[config.mk]
export PLATFORM = sky130hd
export DESIGN_NAME = nlb_cell
export DESIGN_NICKNAME = d
export VERILOG_FILES = /design/src/hw/rtl/neighbor_list_builder_core_assert.svh /design/src/hw/rtl/nlb_pkg.sv /design/src/hw/rtl/nlb_cell.sv
export SDC_FILE = /design/constraint.sdc
export NUM_CORES = 1
export LEC_CHECK = 0
export BUFFER_PORTS_ARGS = -buffer_cell sky130_fd_sc_hd__buf_2
export CAP_MARGIN = 0
export CORE_MARGIN = 5
export CORE_UTILIZATION = 46
export DETAILED_ROUTE_END_ITERATION = 8
export GPL_ROUTABILITY_DRIVEN = 0
export GPL_TIMING_DRIVEN = 0
export HOLD_SLACK_MARGIN = 0.15
export PLACE_DENSITY = 0.86
export SLEW_MARGIN = 40
export SYNTH_ARGS = -nofsm -noshare
export SYNTH_HDL_FRONTEND = slang
export SYNTH_SLANG_ARGS = --single-unit
[constraint.sdc]
create_clock -name clk -period 6.9 [get_ports clk]
set_clock_uncertainty 0.05 [all_clocks]
set_input_delay 0.345 -clock clk [delete_from_list [all_inputs] [get_ports clk]]
set_output_delay 0.345 -clock clk [all_outputs]
set_load 0.01 [all_outputs]
[src/hw/rtl/neighbor_list_builder_core_assert.svh]
// Assertion macros shared by the neighbor list builder.
`ifndef NEIGHBOR_LIST_BUILDER_CORE_ASSERT_SVH
`define NEIGHBOR_LIST_BUILDER_CORE_ASSERT_SVH

`ifndef SYNTHESIS
`define NLB_ASSERT_IMP(lbl, clk, rst_n, a, b) \
    lbl: assert property (@(posedge clk) disable iff (!rst_n) (a) |-> (b)) \
        else $error("assertion failed");
`define NLB_ASSERT_NXT(lbl, clk, rst_n, a, b) \
    lbl: assert property (@(posedge clk) disable iff (!rst_n) (a) |=> (b)) \
        else $error("assertion failed");
`else
`define NLB_ASSERT_IMP(lbl, clk, rst_n, a, b)
`define NLB_ASSERT_NXT(lbl, clk, rst_n, a, b)
`endif

`endif

[src/hw/rtl/nlb_pkg.sv]
package nlb_pkg;

    localparam int MAX_PARTICLES = 64;
    localparam int PIDX_W        = 6;
    localparam int COUNT_W       = 7;
    localparam int LIST_SLOTS    = 4096;
    localparam int SLOT_W        = 12;
    localparam int LEN_W         = 13;
    localparam int COORD_BITS    = 24;
    localparam int DIFF_W        = COORD_BITS + 1;
    localparam int SQ_W          = 2 * DIFF_W;
    localparam int RANGE_W       = 52;
    localparam int CFG_IDX_W     = 2;

    localparam logic [CFG_IDX_W-1:0] CFG_PARTICLE_COUNT  = 2'd0;
    localparam logic [CFG_IDX_W-1:0] CFG_RANGE_SQ        = 2'd1;
    localparam logic [CFG_IDX_W-1:0] CFG_MAX_LIST_LENGTH = 2'd2;

    localparam logic OP_LOAD  = 1'b0;
    localparam logic OP_BUILD = 1'b1;

    typedef struct packed {
        logic                         opcode;
        logic [PIDX_W-1:0]            index;
        logic signed [COORD_BITS-1:0] pos_x;
        logic signed [COORD_BITS-1:0] pos_y;
        logic signed [COORD_BITS-1:0] pos_z;
    } in_item_t;

    typedef struct packed {
        logic [PIDX_W-1:0] neighbor_index;
        logic [SLOT_W-1:0] slot;
        logic              has_neighbor;
        logic [SLOT_W-1:0] row_start;
        logic              overflow;
        logic              last;
    } out_item_t;

    typedef struct packed {
        logic signed [COORD_BITS-1:0] x;
        logic signed [COORD_BITS-1:0] y;
        logic signed [COORD_BITS-1:0] z;
    } coord_t;

    // Candidate handed from the cell chain to the distance pipeline.
    typedef struct packed {
        logic              cand;
        logic [PIDX_W-1:0] j;
    } tag_t;

    typedef enum logic [2:0] {
        ST_IDLE = 3'b001,
        ST_SCAN = 3'b010,
        ST_FIN  = 3'b100
    } state_t;

endpackage

[src/hw/rtl/nlb_cell.sv]
module nlb_cell
    import nlb_pkg::*;
(
    input  logic   clk,
    input  logic   shift,
    input  logic   load,
    input  coord_t load_pos,
    input  coord_t from_next,
    output coord_t pos
);

    coord_t pos_reg;

    always_ff @(posedge clk)
    begin
        if (load)
        begin
            pos_reg <= load_pos;
        end
        else if (shift)
        begin
            pos_reg <= from_next;
        end
    end

    assign pos = pos_reg;

endmodule

**Yosys cells after proc, flatten, opt, wreduce, memory -nomap -nowiden**

Index checks and enable logic that the tools add are counted.

- Bits in registers: 72

- Reduce and logical (&&, ||, !) cells: 1
- Mux-type cells: 2

Operators by type and width:

| kind | count |
|---|---|
| $mux W72 | 2 |
| $reduce_bool A2 Y1 | 1 |

**Depth between registers and ports, before layout**

- Depth after elaboration: 2
- Depth in mapped cells: 3

**Worst setup path after synthesis**

Ideal clock, no wire load.

- Path type: input port to flip-flop
- Start point: input load
- End point: register pos_reg, in the netlist pos[0], enable pin
- Cell stages on the path: 3
- Setup time: 0.434 ns
- Setup slack: 4.121 ns
- Arrival time: 2.295 ns
- Data required time: 6.416 ns
- Cells stage by stage: buf_6 -> buf_12 -> or2_1

- Cells in the longest elaborated chain, start to end: 1

Ends and longest elaborated chain:

| element | line | RTL |
|---|---|---|
| from (decl) | nlb_cell.sv:6 | `input logic load,` |
| $reduce_bool A2 Y1 (no source line) | - |  |
| to (signal assigned) | nlb_cell.sv:18 | `pos_reg <= load_pos;` |
| to (signal assigned) | nlb_cell.sv:22 | `pos_reg <= from_next;` |
| to (decl) | nlb_cell.sv:12 | `coord_t pos_reg;` |

No other way between the ends.
A chain may end at the register's enable or synchronous reset.

**Worst setup path in the final report**

- Start point: input load
- End point: register pos_reg, in the netlist pos[7], enable pin

The elaborated chain is that of the path after synthesis.

==> metrics.txt <==
pwr dens roughly 220 nW/um^2; first-pass GRT wire length roughly 11,000 um; detailed-placement wirelength estimate 6080 um; Worst Path Max Fanout 43; #FFs+latches synth 72; critical path's most frequent cell buf_12; CTS tree built; commonest cells after routing, fill and taps aside buf_2 (217), edfxtp_1 (72), mux2_4 (69), clkbuf_8 (9), buf_12 (8); Max Root-Sink Buffers 2; Total Routed Length around 7600 um; Cell Area, Synth roughly 3400 sq um; Pleak ~2.3 nW; CTS resizes 0; CP Launch Type input pin; max_cap viols 0; leading cell type in the layout, fill and taps excluded buf_2; worst slew pin tran ~0.42 ns; worst path cell trace buf_6 -> buf_12 -> or2_4 -> buf_12; Starting Density a little under half; final setup fails 0; Hold Path Depth 2; post-synthesis net count 300; # DRC 0; Final Critical Period around 1.5 ns; Cell variety after synth 6; hold path start from_next[16]; nature of the critical path endpoint flip-flop; period utilization about a fifth; maximum vdd drop about 120 uV; synth warn 0; I/O pin total 219; f_max approximately 680 MHz; CTS Sinks a little over 70; CTS buffer count 9; # fillers ~530; Hold Buf Count CTS 0; diode count 0; DRT Pass-1 Iters 4; clk root buf clkbuf_8; max reg flops ~70; Die Width about 96 um; critical path's slowest cell or2_4; Site Rows 31; data required time of the worst path between 6 and 7 ns; share of layout cells above drive strength 1 80.9%; Clk pin slew, worst setup/hold paths approximately 0.080 ns; Max H-tree Level 3; Syn-to-layout area delta 41.9%; Via Count 2,195; Syn Inst Count 153; Via-to-Cell Ratio between 4 and 5; Overflow after GRT 0; IO Port Bufs roughly 220; status complete, no violations; hold crit path type input pin to flip-flop; crit path DAT approximately 1.4 ns; Crit Path Class input pin to flip-flop; Max Transition Viols Final 0; sequential area share after synthesis between 60% and 70%; die span in y roughly 96 um; Rel. slew slack approximately 70%; GRT Resource Usage Total between 10% and 20%; number of global-route vias before repair ~2,300; core area ~7200 sq um; drt first-iter violations 63; Buf+Inv Stages, Crit Path 3; die area just over 9000 sq um; Hold EP pos[16]; DR WL/cell about 16 um; RSZ-0062 raised after global routing no; initial antenna violation count 0; postcts setup bufs 0; Avg Cell Area, Syn between 20 and 25 sq um; cell family with most CP delay buffers and inverters; largest net degree at the start of global routing 44; setup TNS 0 ns; Overall Power approximately 1.1 mW; final hold violations 0; post-layout net count 529; CP peak stage delay ~0.40 ns; Antenna Nets Post-Route 0
-- cell families after synthesis --
family	count (synthesis)	synth area share, %
muxes	72	31.6
and+or+nand+nor	1	0.185
buffers and inverters	8	4.47
DFF	72	63.8
-- layout make-up --
cell class	count	area, sq um	share of cell area [%]
well taps	99	124	2.58
clock inverters	6	60.1	1.25
multi-input cells	73	1080	22.4
flip-flops and latches	72	2160	45.0
clock buffers	10	128	2.65
repair buffers	218	1110	23.0
plain buffers	8	151	3.15
-- how the worst max path moves through the flow --
stage,start,end,depth (start not counted)
finish,load,pos[7],4
CTS,load,pos[7],4
floorplan,load,pos[0],3
global route,load,pos[7],4
detailed placement,load,pos[8],4
global placement,load,pos[43],3
-- per-stage QoR --
stage	std cells	utilization, %	instance area, sq um	hold WS [ns]	worst slack (ns)
floorplan	153	-	3390	0.512	4.12
global placement	469	63.8	4600	0.595	3.51
detailed placement	470	64.1	4620	0.598	5.06
CTS	486	66.7	4810	0.238	5.42
global route	486	66.7	4810	0.234	5.36
finish	486	66.7	4810	0.259	5.43
-- synth_stat cells, drive strengths merged --
cell	instances	area share (%)
edfxtp	72	64
mux2	72	32
buf	8	4.5
or2	1	0.18
-- per-layer routing --
metal  global-route usage (%)  routed length [um]
met5                        0                   0
met4                     7.11                  53
met3                     5.63                 832
met2                     28.5                4070
met1                     16.0                2600
-- power by group --
| part | internal (mW) | switching [mW] | total (mW) |
|---|---|---|---|
| Clock | 0.165 | 0.148 | 0.314 |
| Sequential | 0.537 | 0.0110 | 0.548 |
| Combinational | 0.117 | 0.0857 | 0.203 |
| Total | 0.819 | 0.245 | 1.06 |
No activity file was read; power rests on OpenSTA's default activity.
